[config.mk]
export PLATFORM = sky130hd
export DESIGN_NAME = hc3_key_path
export DESIGN_NICKNAME = d
export VERILOG_FILES = /design/src/rtl/core/hc3_pkg.sv /design/src/rtl/core/hc3_key_path.sv
export SDC_FILE = /design/constraint.sdc
export NUM_CORES = 2
export LEC_CHECK = 0
export BUFFER_PORTS_ARGS = -buffer_cell sky130_fd_sc_hd__buf_4
export CAP_MARGIN = 5
export CORE_AREA = 3 3 533 535
export DETAILED_ROUTE_END_ITERATION = 12
export DIE_AREA = 0 0 536 538
export PLACE_DENSITY = 0.53
export SYNTH_ARGS = -nofsm -noshare
export SYNTH_HDL_FRONTEND = slang
export SYNTH_SLANG_ARGS = --single-unit
[constraint.sdc]
create_clock -name clock -period 15.88 [get_ports clock]
set_clock_uncertainty 0.1 [all_clocks]
set_input_delay 2.382 -clock clock [delete_from_list [all_inputs] [get_ports clock]]
set_output_delay 2.382 -clock clock [all_outputs]
set_load 0.02 [all_outputs]
[src/rtl/core/hc3_pkg.sv]
// ----------------------------------------------------------------------------
// hc3_pkg
// Shared types, register indexes and mod-26 helpers for the 3x3 Hill cipher.
// ----------------------------------------------------------------------------
`timescale 1ns / 1ps

package hc3_pkg;

   localparam int unsigned MODULUS   = 26;
   localparam int unsigned LETTER_W  = 5;
   localparam int unsigned ROW_W     = 3 * LETTER_W;
   localparam int unsigned CSR_ADDR_W = 2;
   localparam int unsigned CSR_DATA_W = ROW_W;

   typedef enum logic [CSR_ADDR_W-1:0] {
      CSR_KEY_ROW_ZERO = 2'd0,
      CSR_KEY_ROW_ONE  = 2'd1,
      CSR_KEY_ROW_TWO  = 2'd2,
      CSR_DECRYPT_MODE = 2'd3
   } csr_index_type;

   typedef logic [LETTER_W-1:0] letter_type;
   typedef letter_type [2:0]    vec_type;
   typedef vec_type [2:0]       mat_type;

   // raw key entries as written, one per row/column
   typedef struct packed {
      mat_type raw;
      logic    decrypt;
   } key_cfg_type;

   // effective matrix applied to the data
   typedef struct packed {
      mat_type mat;
      logic    invalid;
   } key_mat_type;

   // 5-bit value to 0..25
   function automatic letter_type red26(input letter_type x);
      letter_type r;
      r = x;
      if (x >= LETTER_W'(MODULUS)) begin
         r = x - LETTER_W'(MODULUS);
      end
      return r;
   endfunction

   // 11-bit value mod 26: quotient estimate by 157/4096 is low by at most one
   function automatic letter_type mod26(input logic [10:0] x);
      logic [18:0] prod;
      logic [6:0]  quo;
      logic [10:0] rem;
      prod = 19'(x) * 19'(157);
      quo  = prod[18:12];
      rem  = x - 11'(11'(quo) * 11'(MODULUS));
      if (rem >= 11'(MODULUS)) begin
         rem = rem - 11'(MODULUS);
      end
      return rem[LETTER_W-1:0];
   endfunction

   function automatic logic [9:0] mul5(input letter_type a, input letter_type b);
      return 10'(a) * 10'(b);
   endfunction

   // multiplicative inverse mod 26, zero where none exists
   function automatic letter_type inv26(input letter_type d);
      letter_type r;
      case (d)
         5'd1:    r = 5'd1;
         5'd3:    r = 5'd9;
         5'd5:    r = 5'd21;
         5'd7:    r = 5'd15;
         5'd9:    r = 5'd3;
         5'd11:   r = 5'd19;
         5'd15:   r = 5'd7;
         5'd17:   r = 5'd23;
         5'd19:   r = 5'd11;
         5'd21:   r = 5'd5;
         5'd23:   r = 5'd17;
         5'd25:   r = 5'd25;
         default: r = 5'd0;
      endcase
      return r;
   endfunction

endpackage

[src/rtl/core/hc3_key_path.sv]
// ----------------------------------------------------------------------------
// hc3_key_path
// Free-running six-stage pipeline that turns the key registers into the
// matrix applied to the data: the key itself, or its inverse mod 26.
// ----------------------------------------------------------------------------
`timescale 1ns / 1ps

module hc3_key_path (
   input  logic                 clock,
   input  hc3_pkg::key_cfg_type key_cfg,
   output hc3_pkg::key_mat_type key_mat
);
   import hc3_pkg::*;

   // stage 1: reduced entries
   mat_type     k1_ff, k1_in;
   logic        dec1_ff;
   // stage 2: adjugate cross products
   logic [9:0]  pa2_ff [3][3];
   logic [9:0]  pb2_ff [3][3];
   logic [9:0]  pa2_in [3][3];
   logic [9:0]  pb2_in [3][3];
   mat_type     k2_ff;
   logic        dec2_ff;
   // stage 3: adjugate
   mat_type     adj3_ff, adj3_in;
   mat_type     k3_ff;
   logic        dec3_ff;
   // stage 4: determinant sum
   logic [10:0] dsum4_ff, dsum4_in;
   mat_type     adj4_ff, k4_ff;
   logic        dec4_ff;
   // stage 5: inverse of the determinant
   letter_type  dinv5_ff, dinv5_in;
   mat_type     adj5_ff, k5_ff;
   logic        dec5_ff;
   // stage 6: effective matrix
   key_mat_type km6_ff, km6_in;

   always_comb begin
      for (int i = 0; i < 3; i++) begin
         for (int j = 0; j < 3; j++) begin
            k1_in[i][j] = red26(key_cfg.raw[i][j]);
         end
      end
   end

   always_comb begin
      pa2_in[0][0] = mul5(k1_ff[1][1], k1_ff[2][2]);
      pb2_in[0][0] = mul5(k1_ff[1][2], k1_ff[2][1]);
      pa2_in[0][1] = mul5(k1_ff[0][2], k1_ff[2][1]);
      pb2_in[0][1] = mul5(k1_ff[0][1], k1_ff[2][2]);
      pa2_in[0][2] = mul5(k1_ff[0][1], k1_ff[1][2]);
      pb2_in[0][2] = mul5(k1_ff[0][2], k1_ff[1][1]);
      pa2_in[1][0] = mul5(k1_ff[1][2], k1_ff[2][0]);
      pb2_in[1][0] = mul5(k1_ff[1][0], k1_ff[2][2]);
      pa2_in[1][1] = mul5(k1_ff[0][0], k1_ff[2][2]);
      pb2_in[1][1] = mul5(k1_ff[0][2], k1_ff[2][0]);
      pa2_in[1][2] = mul5(k1_ff[0][2], k1_ff[1][0]);
      pb2_in[1][2] = mul5(k1_ff[0][0], k1_ff[1][2]);
      pa2_in[2][0] = mul5(k1_ff[1][0], k1_ff[2][1]);
      pb2_in[2][0] = mul5(k1_ff[1][1], k1_ff[2][0]);
      pa2_in[2][1] = mul5(k1_ff[0][1], k1_ff[2][0]);
      pb2_in[2][1] = mul5(k1_ff[0][0], k1_ff[2][1]);
      pa2_in[2][2] = mul5(k1_ff[0][0], k1_ff[1][1]);
      pb2_in[2][2] = mul5(k1_ff[0][1], k1_ff[1][0]);
   end

   always_comb begin
      logic [5:0] diff;
      diff = '0;
      for (int i = 0; i < 3; i++) begin
         for (int j = 0; j < 3; j++) begin
            // keep the difference non-negative before folding
            diff = 6'(mod26(11'(pa2_ff[i][j]))) + 6'(MODULUS)
                   - 6'(mod26(11'(pb2_ff[i][j])));
            if (diff >= 6'(MODULUS)) begin
               diff = diff - 6'(MODULUS);
            end
            adj3_in[i][j] = diff[LETTER_W-1:0];
         end
      end
   end

   assign dsum4_in = 11'(mul5(k3_ff[0][0], adj3_ff[0][0]))
                   + 11'(mul5(k3_ff[0][1], adj3_ff[1][0]))
                   + 11'(mul5(k3_ff[0][2], adj3_ff[2][0]));

   assign dinv5_in = inv26(mod26(dsum4_ff));

   always_comb begin
      km6_in.invalid = dec5_ff && (dinv5_ff == '0);
      for (int i = 0; i < 3; i++) begin
         for (int j = 0; j < 3; j++) begin
            if (dec5_ff) begin
               km6_in.mat[i][j] = mod26(11'(mul5(adj5_ff[i][j], dinv5_ff)));
            end else begin
               km6_in.mat[i][j] = k5_ff[i][j];
            end
         end
      end
   end

   always_ff @(posedge clock) begin
      k1_ff    <= k1_in;
      dec1_ff  <= key_cfg.decrypt;
      pa2_ff   <= pa2_in;
      pb2_ff   <= pb2_in;
      k2_ff    <= k1_ff;
      dec2_ff  <= dec1_ff;
      adj3_ff  <= adj3_in;
      k3_ff    <= k2_ff;
      dec3_ff  <= dec2_ff;
      dsum4_ff <= dsum4_in;
      adj4_ff  <= adj3_ff;
      k4_ff    <= k3_ff;
      dec4_ff  <= dec3_ff;
      dinv5_ff <= dinv5_in;
      adj5_ff  <= adj4_ff;
      k5_ff    <= k4_ff;
      dec5_ff  <= dec4_ff;
      km6_ff   <= km6_in;
   end

   assign key_mat = km6_ff;

endmodule

======== Yosys cells after proc, flatten, opt, wreduce, memory -nomap -nowiden ========
Memories as Yosys holds them, arrays and structs flattened. A register that Yosys moved wholly into a read port is not among the register bits.
Index checks and enable logic that the tools add are counted.
operators by class
  add/sub/neg operators ................... 94
  multiply operators ...................... 86
  $lt $le $gt $ge ......................... 46
  multiplexer cells ....................... 55
  reductions and logical operators ........ 2
operators with widths
  operator               number
  $mul 10x8->18 const B  27
  $ge 11x5->1 const B    28
  $mul 5x5->10           30
  $sub 10x11->11         27
  $mux 5                 55
  $mul 6x4->10 const B   27
  $sub 5x5->5 const B    46
  $add 5x5->6 const B    9
  $ge 6x5->1 const B     9
  $sub 6x5->6            9
  $ge 5x5->1 const B     9
  $mul 11x8->19 const B  1
  $add 10x10->11         1
  $add 11x10->11         1
  $sub 11x11->11         1
  $mul 7x4->10 const B   1
  $logic_not 5->1        1
  $logic_and 1x1->1      1
storage, ports and cells
  register bits after elaboration ......... 602
  bits in read-only memories .............. 160
  bits of input ports ..................... 47
  output and inout port bits .............. 46
  word-level logic and storage cells ...... 390
  memories kept ........................... 1
memory list
  name             depth  width  rd ports  clocked after Yosys merged registers in  wr ports  RTL line       RTL
  (no name shown)  32     5      1         1                                        0         hc3_pkg.sv:69  case (d)

======== Longest topological paths before layout ========
  depth in word-level cells ............... 9
  depth in mapped cells ................... 48
  depth with buffers taken out ............ 46

======== Least setup slack after synthesis ========
OpenSTA, ideal clock, no wires.
  path kind ............................... register to register
  start ................................... register dinv5_ff[4]
  end ..................................... register km6_ff, in the netlist key_mat[27]
  library setup time ...................... 0.074 ns
  arrival ................................. 10.892 ns
  data required time ...................... 15.706 ns
  path slack .............................. 4.814 ns
  stages on the path, launching flop included .. 46
  path buffers ............................ 3
  period minus slack after synthesis ...... 11.066 ns
  path through ............................ dfxtp_1 > clkbuf_1 > clkbuf_1 > nand2_1 > fa_1 > fa_1 > fa_1 > inv_1 > ha_1 > nor2b_4 > o31a_4 > o211a_1 > or3_1 > clkbuf_1 > fa_1 > ha_1 > fa_1 > inv_1 > [10 not listed] > fa_1 > inv_1 > ha_1 > a21o_1 > a21oi_1 > o21bai_1 > a21oi_1 > xor2_1 > ha_1 > inv_1 > nor3_1 > a21oi_1 > o41a_1 > o21ai_0 > a41oi_1 > a41oi_1 > or4_1 > a31oi_1
RTL lines
  what                  RTL line             RTL
  start, declared       hc3_key_path.sv:34   letter_type dinv5_ff, dinv5_in;
  end signal, assigned  hc3_key_path.sv:122  km6_ff <= km6_in;
  end, declared         hc3_key_path.sv:38   key_mat_type km6_ff, km6_in;

==> results.ini <==
[job]
cap_violations = 0

[clocking]
cts_buffers = 76
cts_hold_buf = 0
insertion_delay_ns = 0.70
cts.sinks = 607
clockRootBuffer = clkbuf_16
path_clk_slew_ns = 0.07
htree_levels = 3
cts_resized = 0
clockBufferDepth = 3
cts_setup_buffers = 0
cts_tree = done

[sta]
setup_viol = 0
finalSetupTns_ns = 0
finalCriticalPeriod_ns = 12.30
worstMarginPinSlew_ns = 1.11
rsz0062_at_grt = no
final_max_slew_viol_count = 0
hold_viol = 0
fmax_mhz = 81.3
slew-limit-headroom_pct = 25.5
final.period_utilization_pct = 77.5

[route]
viasPerCell = 4.85
ant_nets = 0
vias = 70400
drtPass1Iterations = 7
drcViolationCount = 0
first_iter_violations = 2754
post_drt_wl_per_cell_um = 15.3
totalWireLength_um = 222000

[synth]
yosys-top-cells-area = ha_1 31%, fa_1 20%, dfxtp_1 12%, inv_1 8.3%, xnor2_1 3.5%
yosysTopAreaCell = ha_1
synth_xor_area_share_pct = 5.62
async_reset_ff_share_pct = 0
synth_nets = 14100
synth-simple-area-share_pct = 10.7
synth.ff_latch_count = 607
ys_warn_count = 0
synth.distinct_cells = 100
synth_seq_area_share_pct = 12.4
synth-edff-count = 0
muxShareOfSynthArea_pct = 0.547
postSynthCellCount = 10600
synth_top_flop_cell = dfxtp_1
synthAdderAreaFrac_pct = 50.9
synth_compound_area_share_pct = 10.9
syn_area_sq_mm = 0.0979
synth_top_area_share_pct = 31.3
postSynthAreaPerCell_sq_um = 9.21
synth_top_family_by_area = adder cells

[finish]
utilization_pct = 37.9
drive_gt1_share_pct = 3.76
multiInputGateArea_sq_mm = 0.0770
syn2layout_area_growth_pct = 8.28
fin_area_sq_mm = 0.106
fin_nets = 14200
fill_cells = 28000
final_cells = 14500
seqCellArea_sq_mm = 0.0122

[placement]
place_inst = 14400
port_buffers = 92
place_area_sq_mm = 0.103
gp_congestion = 0.848
hpwl_um = 186000

[worst_setup_path]
reg2reg_slack_ns = 3.58
worst-r2r-cell-count = 41
cp-start-kind = register
crit_start = dinv5_ff[2]
worstReg2RegEnd = key_mat[25]
timing.rr.start = dinv5_ff[2]
critPathSlowestCell = dfxtp_2
critPathMaxStageDelay_ns = 0.95
crit_path_max_fanout = 46
critPathKind = reg2reg
worst_setup_path_end_kind = register
cp_common_cell = ha_1
cp.required_ns = 16.31
worst_ep_arrival_time_ns = 12.74

[grt]
grt_usage_pct = 15.7
antenna_found_initial = 22
grt_max_degree = 48
grt_overflow = 0
first_global_vias = 73700
grt_pass1_wl_um = 374000

[floorplan]
fp.dieH_um = 538
ioPinCount = 93
row_count = 194
start_util_pct = 35.0
core_sq_mm = 0.279
die-area_sq_mm = 0.288
die_x_um = 536

[worst_hold_path]
hp-class = reg2reg
hold_start = k3_ff[36]
hold_depth = 0
min_to = k4_ff[36]

[status]
status = completed

## worst max path at each step
stage / end / slack (ns) / cells after the start
after detailed placement: key_mat[24] / 3.60 / 41
final: key_mat[25] / 3.58 / 41
after floorplan: key_mat[27] / 4.81 / 45
after CTS: key_mat[24] / 3.53 / 41
after global routing: key_mat[24] / 2.68 / 41
after global placement: key_mat[25] / 3.74 / 41
## metal layers
| layer | vias up | wire [um] | GRT usage, % |
|---|---|---|---|
| li1 | 35300 | - | - |
| met1 | 34200 | 104000 | 20.9 |
| met2 | 743 | 107000 | 27.9 |
| met3 | 191 | 7270 | 1.57 |
| met4 | 2 | 3400 | 2.67 |
| met5 | - | 13 | 0 |
## Yosys cell counts, types with 34 or more instances
cell	count
nand2b_1	45
nand2_1	446
a211oi_1	47
nor3b_1	50
fa_1	957
clkbuf_1	136
and3_1	34
xor2_1	224
nand3_1	82
dfxtp_1	607
nor4_1	41
a21oi_1	430
ha_1	2450
and2_1	444
o21bai_1	139
o31ai_1	58
o21a_1	133
xnor2_1	396
nor2b_1	123
o21ai_0	281
nor2_1	389
nor3_1	140
or2_2	37
a21boi_0	72
a21o_1	156
inv_1	2172
## cell usage in the layout (no fill, tap or decap), types with 281 or more instances in the layout
cell	n
fa_1	957
inv_1	2172
xnor2_1	396
and2_1	444
ha_1	2450
nor2_1	389
a21oi_1	430
nand2_1	446
dfxtp_1	601
o21ai_0	281
## area by class of cell
type                    count  area share (%)
well taps                3724            4.40
clock inverters            56           0.749
multi-input cells        7700            72.7
inverters                2176            7.71
repair buffers            155            1.10
flip-flops and latches    607            11.5
diodes                      6          0.0142
clock buffers              86            1.90
## registers in the layout, summed over array words and instances, names as in the netlist
signal / flops
pa2_ff: 90
pb2_ff: 90
key_mat: 46
adj3_ff: 45
adj4_ff: 45
adj5_ff: 45
k1_ff: 45
k2_ff: 45
k3_ff: 45
k4_ff: 45
k5_ff: 45
dsum4_ff: 11
dinv5_ff: 5
dec1_ff: 1
dec2_ff: 1
dec3_ff: 1
dec4_ff: 1
dec5_ff: 1
## logic make-up (layout without fill, tap and decap cells)
logic type                 after synthesis  count (layout)
AOI/OAI and AO/OA                     1622            1622
buffers and inverters                 2322            2473
DFF                                    607             607
xor gates and xnor gates               623             623
other                                    0               6
muxes                                   50              50
adders and majority gates             3410            3410
and+or+nand+nor                       1995            1995
## critical path, delay by kind of cell (launching register included)
kind,cells,cell delay [ns]
xor gates and xnor gates,4,1.23
AOI/OAI and AO/OA,12,2.74
DFF,1,0.95
adders and majority gates,13,5.53
buffers and inverters,6,0.42
and+or+nand+nor,6,1.18
## stage by stage
stage | hold WS, ns | worst slack [ns]
5_1_grt | 0.214 | 2.68
4_1_cts | 0.200 | 3.53
6_report | 0.207 | 3.58
2_1_floorplan | 0.210 | 4.81
3_3_place_gp | 0.210 | 3.74
3_5_place_dp | 0.212 | 3.60
Power is not shown: default switching activity piles up to over one toggle a cycle in this logic, so the estimate is an artifact.
