<file path="config.mk">
export PLATFORM = sky130hd
export DESIGN_NAME = hc3_data_path
export DESIGN_NICKNAME = d
export VERILOG_FILES = /design/src/rtl/core/hc3_pkg.sv /design/src/rtl/core/hc3_data_path.sv
export SDC_FILE = /design/constraint.sdc
export NUM_CORES = 1
export LEC_CHECK = 0
export BUFFER_PORTS_ARGS = -buffer_cell sky130_fd_sc_hd__buf_4
export CAP_MARGIN = 15
export CORE_UTILIZATION = 65
export DETAILED_ROUTE_END_ITERATION = 16
export PLACE_DENSITY = 0.83
export SYNTH_ARGS = -nofsm -noshare
export SYNTH_HDL_FRONTEND = slang
export SYNTH_SLANG_ARGS = --single-unit
</file>
<file path="constraint.sdc">
create_clock -name clock -period 9.9 [get_ports clock]
set_input_delay 1.485 -clock clock [delete_from_list [all_inputs] [get_ports clock]]
set_output_delay 1.485 -clock clock [all_outputs]
set_load 0.005 [all_outputs]
</file>
<file path="src/rtl/core/hc3_pkg.sv">
// ----------------------------------------------------------------------------
// hc3_pkg
// Shared types, register indexes and mod-26 helpers for the 3x3 Hill cipher.
// ----------------------------------------------------------------------------
`timescale 1ns / 1ps

package hc3_pkg;

   localparam int unsigned MODULUS   = 26;
   localparam int unsigned LETTER_W  = 5;
   localparam int unsigned ROW_W     = 3 * LETTER_W;
   localparam int unsigned CSR_ADDR_W = 2;
   localparam int unsigned CSR_DATA_W = ROW_W;

   typedef enum logic [CSR_ADDR_W-1:0] {
      CSR_KEY_ROW_ZERO = 2'd0,
      CSR_KEY_ROW_ONE  = 2'd1,
      CSR_KEY_ROW_TWO  = 2'd2,
      CSR_DECRYPT_MODE = 2'd3
   } csr_index_type;

   typedef logic [LETTER_W-1:0] letter_type;
   typedef letter_type [2:0]    vec_type;
   typedef vec_type [2:0]       mat_type;

   // raw key entries as written, one per row/column
   typedef struct packed {
      mat_type raw;
      logic    decrypt;
   } key_cfg_type;

   // effective matrix applied to the data
   typedef struct packed {
      mat_type mat;
      logic    invalid;
   } key_mat_type;

   // 5-bit value to 0..25
   function automatic letter_type red26(input letter_type x);
      letter_type r;
      r = x;
      if (x >= LETTER_W'(MODULUS)) begin
         r = x - LETTER_W'(MODULUS);
      end
      return r;
   endfunction

   // 11-bit value mod 26: quotient estimate by 157/4096 is low by at most one
   function automatic letter_type mod26(input logic [10:0] x);
      logic [18:0] prod;
      logic [6:0]  quo;
      logic [10:0] rem;
      prod = 19'(x) * 19'(157);
      quo  = prod[18:12];
      rem  = x - 11'(11'(quo) * 11'(MODULUS));
      if (rem >= 11'(MODULUS)) begin
         rem = rem - 11'(MODULUS);
      end
      return rem[LETTER_W-1:0];
   endfunction

   function automatic logic [9:0] mul5(input letter_type a, input letter_type b);
      return 10'(a) * 10'(b);
   endfunction

   // multiplicative inverse mod 26, zero where none exists
   function automatic letter_type inv26(input letter_type d);
      letter_type r;
      case (d)
         5'd1:    r = 5'd1;
         5'd3:    r = 5'd9;
         5'd5:    r = 5'd21;
         5'd7:    r = 5'd15;
         5'd9:    r = 5'd3;
         5'd11:   r = 5'd19;
         5'd15:   r = 5'd7;
         5'd17:   r = 5'd23;
         5'd19:   r = 5'd11;
         5'd21:   r = 5'd5;
         5'd23:   r = 5'd17;
         5'd25:   r = 5'd25;
         default: r = 5'd0;
      endcase
      return r;
   endfunction

endpackage

</file>
<file path="src/rtl/core/hc3_data_path.sv">
// ----------------------------------------------------------------------------
// hc3_data_path
// Eight-stage letter pipeline with per-stage valid and stall. Letters ride
// alongside the key pipeline, then take the matrix product and the mod 26.
// ----------------------------------------------------------------------------
`timescale 1ns / 1ps

module hc3_data_path (
   input  logic                 clock,
   input  logic                 reset,
   input  hc3_pkg::key_mat_type key_mat,
   input  logic                 in_valid,
   output logic                 in_ready,
   input  hc3_pkg::vec_type     in_letters,
   output logic                 out_valid,
   input  logic                 out_ready,
   output hc3_pkg::vec_type     out_letters,
   output logic                 out_invalid
);
   import hc3_pkg::*;

   localparam int unsigned DEPTH    = 8;
   localparam int unsigned LET_LAST = DEPTH - 2;   // stage that takes the sums, after the last letter stage

   logic [DEPTH-1:0] vld_ff, vld_in;
   logic [DEPTH-1:0] rdy;
   vec_type          let_ff [LET_LAST];
   logic [10:0]      sum_ff [3];
   logic [10:0]      sum_in [3];
   vec_type          res_ff, res_in;
   logic             inv_ff;

   // a stage takes a new beat when it is empty or its successor moves on
   always_comb begin
      rdy[DEPTH-1] = !vld_ff[DEPTH-1] || out_ready;
      for (int s = DEPTH - 2; s >= 0; s--) begin
         rdy[s] = !vld_ff[s] || rdy[s+1];
      end
   end

   always_comb begin
      vld_in[0] = rdy[0] ? in_valid : vld_ff[0];
      for (int s = 1; s < DEPTH; s++) begin
         vld_in[s] = rdy[s] ? vld_ff[s-1] : vld_ff[s];
      end
   end

   always_comb begin
      for (int i = 0; i < 3; i++) begin
         sum_in[i] = 11'(mul5(key_mat.mat[i][0], let_ff[LET_LAST-1][0]))
                   + 11'(mul5(key_mat.mat[i][1], let_ff[LET_LAST-1][1]))
                   + 11'(mul5(key_mat.mat[i][2], let_ff[LET_LAST-1][2]));
         res_in[i] = key_mat.invalid ? '0 : mod26(sum_ff[i]);
      end
   end

   always_ff @(posedge clock) begin
      if (reset) begin
         vld_ff <= '0;
      end else begin
         vld_ff <= vld_in;
      end
   end

   always_ff @(posedge clock) begin
      if (rdy[0] && in_valid) begin
         for (int i = 0; i < 3; i++) begin
            let_ff[0][i] <= red26(in_letters[i]);
         end
      end
      for (int s = 1; s < LET_LAST; s++) begin
         if (rdy[s] && vld_ff[s-1]) begin
            let_ff[s] <= let_ff[s-1];
         end
      end
      if (rdy[LET_LAST] && vld_ff[LET_LAST-1]) begin
         sum_ff <= sum_in;
      end
      if (rdy[DEPTH-1] && vld_ff[DEPTH-2]) begin
         res_ff <= res_in;
         inv_ff <= key_mat.invalid;
      end
   end

   assign in_ready    = rdy[0];
   assign out_valid   = vld_ff[DEPTH-1];
   assign out_letters = res_ff;
   assign out_invalid = inv_ff;

endmodule

</file>
# --- Word-level counts from Yosys, hierarchy flattened ---
# Memory sizes are Yosys's and may differ from the RTL's.
# Index checks and enable logic that the tools add are counted.
# Widths: inputs -> output; s select.
classes:
  n_addsub: 15
  mul: 15
  n_lt_le_gt_ge: 6
  mux: 21
  reduce_logical: 24
ops:
  columns: ["op", "n"]
  rows:
  - ["$mul 5x5->10", 9]
  - ["$mul 11x8->19 const B", 3]
  - ["$mux 5", 9]
  - ["$add 10x10->11", 3]
  - ["$add 11x10->11", 3]
  - ["$ge 11x5->1 const B", 3]
  - ["$sub 11x11->11", 3]
  - ["$mul 7x4->10 const B", 3]
  - ["$sub 5x5->5 const B", 6]
  - ["$ge 5x5->1 const B", 3]
  - ["$mux 1", 12]
  - ["$logic_and 1x1->1", 8]
  - ["$logic_not 1->1", 8]
  - ["$logic_or 1x1->1", 8]
word_totals:
  ff_bits: 57
  ram_bits: 90
  input_bits: 65
  out_inout_bits: 18
  wordCells: 97
  n_memories: 1
mem_list:
  columns: ["memory", "depth", "word_bits", "read_ports", "rd_ports_with_merged_regs", "write_ports", "line", "rtl"]
  rows:
  - ["let_ff", 6, 15, 6, 0, 6, "hc3_data_path.sv:27", "vec_type let_ff [LET_LAST];"]

# --- Longest topological paths before layout ---
# Gate-level depths: netlist of run 1.
depth:
  word_depth: 12
  depth_mapped: 34
  depth_no_buf: 34

# --- Worst setup path after synthesis of run 1 ---
# No wires, ideal clock.
synth_timing:
  kind: "flip-flop to flip-flop"
  startpoint: "register sum_ff[16] (netlist bit)"
  endpoint: "register res_ff, in the netlist out_letters[9] (data pin)"
  setup_time_ps: 260
  arrival_ps: 7623
  required_time_ps: 9640
  path_slack_ps: 2018
  path_stages_with_launch: 31
  path_buffers: 0
  period_less_slack_ps: 7882
  path_cell_list: "edfxtp_1 fa_1 ha_1 fa_1 inv_1 fa_1 inv_1 ha_1 a2111oi_0 nand2_1 a31o_2 a41oi_1 o21bai_1 a21oi_1 xor2_1 fa_1 inv_1 ha_1 a21o_1 a21oi_1 o21bai_1 a21oi_1 xor2_1 ha_1 nor3b_1 a2111o_1 a21oi_1 o2bb2ai_1 nor4_1 a221oi_1 mux2_2"
synth_via:
  elab_chain_cells: 5
  elab_cells_between_ends: 6
  classes_between: "add/sub: 2; mul: 2; order compare: 1; mux: 1"
synth_lines:
  columns: ["element", "line", "rtl"]
  rows:
  - ["start: declaration", "hc3_data_path.sv:28", "logic [10:0] sum_ff [3];"]
  - ["start signal: assignment", "hc3_data_path.sv:77", "sum_ff <= sum_in;"]
  - ["$mul 11x8->19", "hc3_pkg.sv:53", "prod = 19'(x) * 19'(157);"]
  - ["$mul 7x4->10", "hc3_pkg.sv:55", "rem = x - 11'(11'(quo) * 11'(MODULUS));"]
  - ["$sub 11x11->11 *", "hc3_pkg.sv:55", null]
  - ["$ge 11x5->1 or $sub 5x5->5 (tied branches)", "hc3_pkg.sv:56, hc3_pkg.sv:57", null]
  - ["$mux 5 *", "hc3_pkg.sv:56", "if (rem >= 11'(MODULUS)) begin"]
  - ["end signal: assignment", "hc3_data_path.sv:80", "res_ff <= res_in;"]
  - ["end: declaration", "hc3_data_path.sv:30", "vec_type res_ff, res_in;"]
# Mark *: on every way between the ends. The rest lies on a longest branch, timed or not.
# A chain may end at the register's enable or synchronous reset.

# --- Final worst setup path of run 1 ---
# Ends and elaborated chain as after synthesis.

==> impl_metrics.env, run 1 <==
export IMPL_clock_latency_ns=0.44
export IMPL_stdcell_count=2335
export IMPL_cts_tree="yes"
export IMPL_ir_worst_vdd_mv=0.324
export IMPL_antenna_found_initial=2
export IMPL_final_cell_mix="389 x inv_1, 330 x ha_1, 252 x fa_1, 145 x and2_1, 139 x edfxtp_1"
export IMPL_grt_pass1_wl_um=66600
export IMPL_dp_hpwl_um=31600
export IMPL_ctsResizeCount=0
export IMPL_fin_nets=2582
export IMPL_final_hold_violation_count=0
export IMPL_ant_nets=0
export IMPL_slowest_delay_ns=0.61
export IMPL_htreeDepth=4
export IMPL_max_freq_mhz=116
export IMPL_grt_pass1_vias=14453
export IMPL_clkSlewWorstSetupHoldPaths_ns=0.07
export IMPL_wl_um=39100
export IMPL_fin_crit_sh=0.869
export IMPL_grt_overflow_total=0
export IMPL_dieArea_sq_um=30600
export IMPL_initialDrtViolationCount=843
export IMPL_grtUsageTotal=0.273
export IMPL_arrival_ns=8.79
export IMPL_cts_buffer_depth=2
export IMPL_grt_setup_unrepaired="no"
export IMPL_crit_path_top_delay_cell="fa_1"
export IMPL_area_delta_synth_final_pct=8.69
export IMPL_syn_inst=1849
export IMPL_max_slew_worst_pin_slew_ns=1.11
export IMPL_slew_violations=0
export IMPL_syn_nets=2496
export IMPL_cp_max_fo=6
export IMPL_initial_utilization=0.669
export IMPL_skew_ns=0.0192
export IMPL_drive_gt1_frac=0.0703
export IMPL_postSynthAreaPerCell_sq_um=10.5
export IMPL_path_class="flip-flop to flip-flop"
export IMPL_postCtsSetupRepairBufs=0
export IMPL_synth_distinct_cells=57
export IMPL_fin_tns_setup_ns=0
export IMPL_rows=62
export IMPL_n_fill_cell=1979
export IMPL_ys_seq_elements=147
export IMPL_cts_buffers=17
export IMPL_cp_end_kind="flip-flop"
export IMPL_final_common_cell="inv_1"
export IMPL_ys_warnings_count=0
export IMPL_clock_sinks=147
export IMPL_drc=0
export IMPL_vias_per_cell=5.64
export IMPL_ios=83
export IMPL_die_width_um=175
export IMPL_dp_cells=2299
export IMPL_cap_viol_max_count=0
export IMPL_port_buffers=82
export IMPL_wire_per_inst_um=16.7
export IMPL_status="complete, no violations"
export IMPL_synth_ff_type="edfxtp_1"
export IMPL_dieHeight_um=175
export IMPL_drt_first_pass_iters=6
export IMPL_via_count=13175
export IMPL_slew_headroom=0.259
export IMPL_critPathTopFamily="adder cells"
export IMPL_fin_crit_ns=8.60
export IMPL_cp_start_kind="flip-flop"
export IMPL_timing_critical_path_buf_inv=3
export IMPL_async_reset_ff_frac=0
export IMPL_critical_path_required_ns=10.09
export IMPL_hp_class="flip-flop to flip-flop"
export IMPL_core_area_sq_um=29000
export IMPL_synth_area_sq_um=19400
export IMPL_gp_congestion=0.860
export IMPL_yosysSeqAreaShare=0.223
export IMPL_setup_viol=0
export IMPL_clockRootBuffer="clkbuf_16"
export IMPL_synth_edf_count=139
export IMPL_total_leakage_power_uw=0.0104
export IMPL_cts_hold_fix_buffers=0
export IMPL_pwr_density_cell_nw_per_um2=291
export IMPL_grt_max_degree=34
## per-stage QoR
step	total power [uW]	cell area [sq um]	hold slack, ns	setup slack [ns]	utilization
2_1_floorplan	4500	19400	0.400	2.02	-
3_3_place_gp	5180	20500	0.400	1.59	0.706
3_5_place_dp	5380	20500	0.405	1.36	0.706
4_1_cts	6100	21100	0.414	1.32	0.727
5_1_grt	6760	21100	0.422	0.669	0.727
6_report	6140	21100	0.412	1.30	0.727
## layer usage
layer / share of wire / global-route usage / vias to the layer above / routed length (um)
met4: 0.033 / 0.104 / 0 / 1290
met3: 0.047 / 0.0394 / 105 / 1840
met5: 0 / 0 / - / 0
li1: - / - / 6186 / -
met1: 0.40 / 0.331 / 6505 / 15700
met2: 0.52 / 0.491 / 379 / 20200
## layout make-up
type / count / area (sq um) / share of cell area
Clock inverter: 15 / 188 / 0.00889
Sequential cell: 147 / 4330 / 0.205
Antenna cell: 3 / 7.51 / 0.000356
Inverter: 389 / 1460 / 0.0692
Multi-Input combinational cell: 1293 / 13600 / 0.642
Timing Repair Buffer: 87 / 653 / 0.0309
Tap cell: 384 / 480 / 0.0228
Clock buffer: 17 / 425 / 0.0202
## cell usage after synthesis (3+ instances only)
master    instances  area [sq um]
nor3b_1           5          37.5
nand2b_1          9          56.3
nand2_1         109           409
a31oi_1           7          43.8
and3_1            3          18.8
nor2_1           49           184
mux2i_1           3          30.0
nand3b_1          3          22.5
edfxtp_1        139          4170
nor3_1            6          30.0
fa_1            252          5040
nand3_1          11          55.1
a21o_1           21           158
nor2b_1          25           156
o22ai_1           4          25.0
nand4_1           4          25.0
a21boi_0          7          52.6
a21oi_1          71           355
nor4_1            4          25.0
or4_1             3          22.5
o21bai_1         13          97.6
or3_1             3          18.8
dfxtp_1           8           160
mux2_2            6          67.6
inv_1           389          1460
xor2_1           36           315
and2_1          145           907
and4_1            3          26.3
a211o_1           3          26.3
xnor2_1          56           490
clkbuf_1         18          67.6
ha_1            330          4130
o31ai_1           9          67.6
o21ai_0          40           200
o31a_1           10          87.6
o21a_1           16           120
## logic make-up after synthesis
family | count (synthesis) | share of synthesized area
adders and majority gates | 582 | 0.472
buffers and inverters | 409 | 0.0791
and+or+nand+nor | 390 | 0.106
AOI/OAI and AO/OA | 220 | 0.0726
DFF | 147 | 0.223
xor gates and xnor gates | 92 | 0.0415
muxes | 9 | 0.00503
## worst paths after layout
path / to / start / cells after the start / slack [ns]
max reg2reg: out_letters[9] / sum_ff[16] / 30 / 1.30
min reg2reg: let_ff[5][0] / let_ff[4][0] / 0 / 0.41
min: let_ff[5][0] / let_ff[4][0] / 0 / 0.41
max: out_letters[9] / sum_ff[16] / 30 / 1.30
## power breakdown
part | total [uW] | switching [uW] | internal, uW
Clock | 669 | 325 | 343
Sequential | 807 | 13.3 | 794
Combinational | 4660 | 2600 | 2060
Total | 6140 | 2940 | 3200
## sequential cells by signal, indices dropped and copies added (netlist names)
register,flops
let_ff,90
sum_ff,33
out_letters,15
vld_ff,8
out_invalid,1
## worst register-to-register path: cells and delay by family (launching register included)
| family | cells | cell delay, ns |
|---|---|---|
| fa+ha+maj | 8 | 3.32 |
| compound gates | 13 | 2.95 |
| simple gates | 3 | 0.76 |
| flops | 1 | 0.56 |
| xor+xnor | 2 | 0.31 |
| mux | 1 | 0.30 |
| buf+inv | 3 | 0.15 |
Power figures use the tool's default switching activity.
==> run 2, diff against run 1 <==
--- a/config.mk
+++ b/config.mk
@@ -7,6 +7,7 @@
 export LEC_CHECK = 0
 export BUFFER_PORTS_ARGS = -buffer_cell sky130_fd_sc_hd__buf_4
 export CAP_MARGIN = 15
+export CORE_ASPECT_RATIO = 1.2
 export CORE_UTILIZATION = 65
 export DETAILED_ROUTE_END_ITERATION = 16
 export PLACE_DENSITY = 0.83
==> run 2 against run 1 <==
Against the previous run:
- setup slack improved by 0.082 ns
- clock-buffer cell count did not move
- sequential power barely moved
- hold slack got worse by 0.0028 ns
- clock skew fell by 0.0029 ns
- clock power fell by 2%
- flip-flop and latch count did not move
- total power fell by 0.30%
- via count fell by 0.81%
- utilization fell by 0.19 points
- critical path type unchanged
- largest cell class unchanged
- largest power group unchanged
- highest routed layer unchanged
==> impl_metrics.env, run 2 (same netlist as run 1, synthesis figures left out) <==
export IMPL_cp_max_fo=6
export IMPL_final_hold_violation_count=0
export IMPL_drt_first_pass_iters=5
export IMPL_core_area_sq_um=29100
export IMPL_startpoint="sum_ff[6]"
export IMPL_post_dp_cell_area_sq_um=20500
export IMPL_cts_tree="yes"
export IMPL_top_register="let_ff"
export IMPL_drive_gt1_frac=0.0703
export IMPL_crit_end="out_letters[14]"
export IMPL_path_class="flip-flop to flip-flop"
export IMPL_slew_headroom=0.219
export IMPL_cap_viol_max_count=0
export IMPL_combPwrFrac=0.761
export IMPL_clock_sinks=147
export IMPL_clockRootBuffer="clkbuf_16"
export IMPL_postLayoutCoreUtil=0.726
export IMPL_p_seq_frac=0.132
export IMPL_critical_path_required_ns=10.09
export IMPL_skew_ns=0.0163
export IMPL_cts_buffers=17
export IMPL_port_buffers=82
export IMPL_grt_overflow_total=0
export IMPL_fin_tns_setup_ns=0
export IMPL_multi_input_area_sq_um=13600
export IMPL_internal_power_uw=3200
export IMPL_fin_crit_ns=8.52
export IMPL_area_delta_synth_final_pct=8.72
export IMPL_r2r_slack_ns=1.38
export IMPL_via_count=13068
export IMPL_cpMostUsedCell="inv_1"
export IMPL_htreeDepth=4
export IMPL_status="complete, no violations"
export IMPL_final_cell_mix="389 x inv_1, 330 x ha_1, 252 x fa_1, 145 x and2_1, 139 x edfxtp_1"
export IMPL_ios=83
export IMPL_die_width_um=160
export IMPL_dieArea_sq_um=30600
export IMPL_rr_startpoint="sum_ff[6]"
export IMPL_grt_max_degree=34
export IMPL_timing_rr_end="out_letters[14]"
export IMPL_ff_latch_area_sq_um=4330
export IMPL_cp_end_kind="flip-flop"
export IMPL_initialDrtViolationCount=609
export IMPL_arrival_ns=8.70
export IMPL_fin_nets=2582
export IMPL_initial_utilization=0.667
export IMPL_fin_crit_sh=0.860
export IMPL_dieHeight_um=191
export IMPL_ctsResizeCount=0
export IMPL_clkSlewWorstSetupHoldPaths_ns=0.08
export IMPL_gp_congestion=0.894
export IMPL_cts_buffer_depth=2
export IMPL_power_switching_uw=2920
export IMPL_clockPowerShare=0.107
export IMPL_cts_hold_fix_buffers=0
export IMPL_vias_per_cell=5.59
export IMPL_final_common_cell="inv_1"
export IMPL_total_power_uw=6120
export IMPL_ir_worst_vdd_mv=0.518
export IMPL_antenna_found_initial=5
export IMPL_rows=68
export IMPL_max_freq_mhz=117
export IMPL_clock_latency_ns=0.44
export IMPL_wl_um=38900
export IMPL_grt_setup_unrepaired="no"
export IMPL_total_leakage_power_uw=0.0104
export IMPL_slowest_delay_ns=0.56
export IMPL_drc=0
export IMPL_reg2regPathDepth=33
export IMPL_grt_pass1_wl_um=65200
export IMPL_n_fill_cell=2024
export IMPL_max_slew_worst_pin_slew_ns=1.17
export IMPL_pwr_density_cell_nw_per_um2=290
export IMPL_switching_share=0.477
export IMPL_dp_hpwl_um=32400
export IMPL_wire_per_inst_um=16.6
export IMPL_hp_class="flip-flop to flip-flop"
export IMPL_postLayoutCellArea_sq_um=21100
export IMPL_largest_register_ffs=90
export IMPL_cp_start_kind="flip-flop"
export IMPL_grt_pass1_vias=14385
export IMPL_slew_violations=0
export IMPL_crit_path_top_delay_cell="fa_1"
export IMPL_postCtsSetupRepairBufs=0
export IMPL_grtUsageTotal=0.272
export IMPL_ant_nets=0
export IMPL_setup_viol=0
run 2: changes by cell type in the layout (fill, tap and decap cells not counted), sizes merged:
cell / delta
inv: +1
clkinv: -1
diode: +3
run 2: area by class of cell:
cell class | count | share of cell area
Antenna cell | 6 | 0.000711
Clock buffer | 17 | 0.0201
Clock inverter | 15 | 0.00877
Inverter | 389 | 0.0692
Multi-Input combinational cell | 1293 | 0.642
Sequential cell | 147 | 0.205
Tap cell | 385 | 0.0228
Timing Repair Buffer | 87 | 0.0309
run 2: metal layers:
| metal | vias up | GRT usage | wire length (um) |
|---|---|---|---|
| met5 | - | 0 | 0 |
| met4 | 0 | 0.126 | 1220 |
| met3 | 80 | 0.0375 | 1580 |
| met2 | 295 | 0.521 | 21300 |
| met1 | 6506 | 0.295 | 14900 |
| li1 | 6187 | - | - |
run 2: how the worst min path moves through the flow:
stage	startpoint	end	cells after the start
after CTS	let_ff[1][4]	let_ff[2][4]	0
after global routing	let_ff[4][11]	let_ff[5][11]	0
after global placement	let_ff[0][12]	let_ff[1][12]	0
final	let_ff[4][4]	let_ff[5][4]	0
after floorplan	let_ff[0][0]	let_ff[1][0]	0
after detailed placement	let_ff[1][1]	let_ff[2][1]	0
run 2: per-stage QoR:
stage | hold WS, ns | std cells | setup slack, ns
5_1_grt | 0.416 | 2339 | 0.714
4_1_cts | 0.411 | 2332 | 1.41
6_report | 0.410 | 2339 | 1.38
3_3_place_gp | 0.400 | 2300 | 1.61
3_5_place_dp | 0.405 | 2300 | 1.42
2_1_floorplan | 0.400 | 1849 | 2.02
run 2: critical path, delay by kind of cell, from the launching register on:
family                   cells  cell delay (ns)
adder cells (fa/ha/maj)      9             3.69
multiplexers                 1             0.26
AO/OA/AOI/OAI               11             2.17
buffers and inverters        6             0.37
XOR/XNOR                     2             0.54
flip-flops                   1             0.55
AND/OR/NAND/NOR              4             0.70
run 2: power groups by stage:
stage | Clock (uW) | Sequential, uW | Combinational, uW
5_1_grt | 691 | 808 | 5210
3_3_place_gp | 0 | 818 | 4400
4_1_cts | 666 | 806 | 4630
2_1_floorplan | 0 | 815 | 3680
3_5_place_dp | 0 | 820 | 4590
6_report | 657 | 806 | 4650
==> run 3, diff against run 2 <==
--- a/config.mk
+++ b/config.mk
@@ -8,6 +8,7 @@
 export BUFFER_PORTS_ARGS = -buffer_cell sky130_fd_sc_hd__buf_4
 export CAP_MARGIN = 15
 export CORE_ASPECT_RATIO = 1.2
+export CORE_MARGIN = 5
 export CORE_UTILIZATION = 65
 export DETAILED_ROUTE_END_ITERATION = 16
 export PLACE_DENSITY = 0.83
==> run 3 against run 2 <==
Against the previous run:
- setup slack got worse by 0.20 ns
- clock-buffer cell count is the same
- clock skew increased by 0.00064 ns
- register-to-register slack worse by 0.20 ns
- clock power hardly changed
- hold slack improved by 0.0047 ns
- utilization fell by 1.0 points
- final cell count increased by 0.17%
- first-iteration DRC count grew 20%
- critical path type unchanged
- critical endpoint is now out_letters[9]
- largest cell class unchanged
==> impl_metrics.env, run 3 (same netlist as run 1, synthesis figures left out) <==
export IMPL_status="complete, no violations"
export IMPL_max_slew_worst_pin_slew_ns=1.13
export IMPL_dieHeight_um=199
export IMPL_clkSlewWorstSetupHoldPaths_ns=0.07
export IMPL_clock_sinks=147
export IMPL_cp_max_fo=6
export IMPL_grtUsageTotal=0.246
export IMPL_cp_start_kind="flip-flop"
export IMPL_dieArea_sq_um=33400
export IMPL_arrival_ns=8.91
export IMPL_wl_um=38900
export IMPL_reg2regPathDepth=30
export IMPL_dp_hpwl_um=31900
export IMPL_postLayoutCellArea_sq_um=21100
export IMPL_drc=0
export IMPL_final_cell_mix="389 x inv_1, 330 x ha_1, 252 x fa_1, 145 x and2_1, 139 x edfxtp_1"
export IMPL_ant_nets=0
export IMPL_cts_buffer_depth=2
export IMPL_holdPathEnd="let_ff[1][1]"
export IMPL_largest_register_ffs=90
export IMPL_post_dp_cell_area_sq_um=20500
export IMPL_die_width_um=168
export IMPL_postCtsSetupRepairBufs=0
export IMPL_hold_depth=0
export IMPL_critPathTopFamily="adder cells"
export IMPL_hold_start="let_ff[0][1]"
export IMPL_slew_headroom=0.244
export IMPL_drt_first_pass_iters=7
export IMPL_path_class="flip-flop to flip-flop"
export IMPL_grt_setup_unrepaired="no"
export IMPL_cts_hold_fix_buffers=0
export IMPL_setup_slack_ns=1.18
export IMPL_setup_viol=0
export IMPL_pwr_density_cell_nw_per_um2=289
export IMPL_cp_end_kind="flip-flop"
export IMPL_fin_crit_sh=0.881
export IMPL_fin_crit_ns=8.72
export IMPL_r2r_slack_ns=1.18
export IMPL_final_common_cell="inv_1"
export IMPL_slowest_delay_ns=0.59
export IMPL_cts_tree="yes"
export IMPL_via_count=13021
export IMPL_grt_pass1_vias=14281
export IMPL_initialDrtViolationCount=728
export IMPL_timing_rr_end="out_letters[9]"
export IMPL_fin_nets=2583
export IMPL_ios=83
export IMPL_grt_pass1_wl_um=66300
export IMPL_clock_latency_ns=0.45
export IMPL_stdcell_count=2343
export IMPL_hp_class="flip-flop to flip-flop"
export IMPL_cap_viol_max_count=0
export IMPL_htreeDepth=4
export IMPL_core_area_sq_um=29500
export IMPL_grt_overflow_total=0
export IMPL_gp_congestion=0.906
export IMPL_critical_path_required_ns=10.09
export IMPL_postLayoutCoreUtil=0.715
export IMPL_rr_startpoint="sum_ff[16]"
export IMPL_crit_path_top_delay_cell="fa_1"
export IMPL_timing_critical_path_buf_inv=3
export IMPL_fin_tns_setup_ns=0
export IMPL_drive_gt1_frac=0.0708
export IMPL_antenna_found_initial=4
export IMPL_vias_per_cell=5.56
export IMPL_grt_max_degree=34
export IMPL_max_freq_mhz=115
export IMPL_final_hold_violation_count=0
export IMPL_cts_buffers=17
export IMPL_rows=69
export IMPL_dp_cells=2305
export IMPL_total_leakage_power_uw=0.0104
export IMPL_area_delta_synth_final_pct=8.77
export IMPL_skew_ns=0.0169
export IMPL_ctsResizeCount=0
export IMPL_clockRootBuffer="clkbuf_16"
export IMPL_port_buffers=82
export IMPL_ir_worst_vdd_mv=0.469
export IMPL_top_register="let_ff"
export IMPL_initial_utilization=0.658
export IMPL_dp_slack_ns=1.35
export IMPL_slew_violations=0
export IMPL_wire_per_inst_um=16.6
## run 3: cell count changes in the layout (fill, tap and decap cells not counted), sizes merged
cell      change
buf           +1
clkinvlp      +1
diode         -2
inv           -1
## run 3: through the flow
step	power (uW)	hold slack (ns)
global route	6760	0.423
finish	6110	0.414
global placement	5200	0.400
floorplan	4500	0.400
CTS	6090	0.411
detailed placement	5390	0.405
## run 3: layout make-up
cell class / instances / area, sq um
antenna: 4 / 10.0
clock buffer: 17 / 425
clock inverter: 15 / 181
fill: 2054 / 8400
inverter: 389 / 1460
multi-input combinational: 1293 / 13600
sequential: 147 / 4330
tap: 390 / 488
timing repair buffer: 88 / 664
## run 3: routing by layer
metal,global-route usage,vias up,routed length (um)
met5,0,-,0
met2,0.458,304,21200
met4,0.0971,0,1260
met3,0.0324,95,1720
met1,0.288,6436,14700
li1,-,6186,-
## run 3: worst register-to-register path: cells and delay by family, from the launching register on
kind	cells	cell delay [ns]
adder cells (fa/ha/maj)	8	3.29
buffers and inverters	3	0.17
XOR/XNOR	2	0.30
multiplexers	1	0.32
AND/OR/NAND/NOR	5	1.01
flip-flops	1	0.55
AO/OA/AOI/OAI	11	2.86
## run 3: power breakdown
| part | leakage, uW | switching, uW | internal, uW |
|---|---|---|---|
| Combinational | 0.00876 | 2590 | 2050 |
| Clock | 0.000287 | 320 | 341 |
| Sequential | 0.00134 | 12.1 | 794 |
| Total | 0.0104 | 2920 | 3180 |
## run 3: how the worst max path moves through the flow
stage	from	end	slack, ns	depth (start not counted)
after global routing	sum_ff[16]	out_letters[9]	0.44	30
after global placement	sum_ff[16]	out_letters[9]	1.57	30
final	sum_ff[16]	out_letters[9]	1.18	30
after floorplan	sum_ff[16]	out_letters[9]	2.02	30
after detailed placement	sum_ff[26]	out_letters[2]	1.35	32
after CTS	sum_ff[16]	out_letters[9]	1.22	30
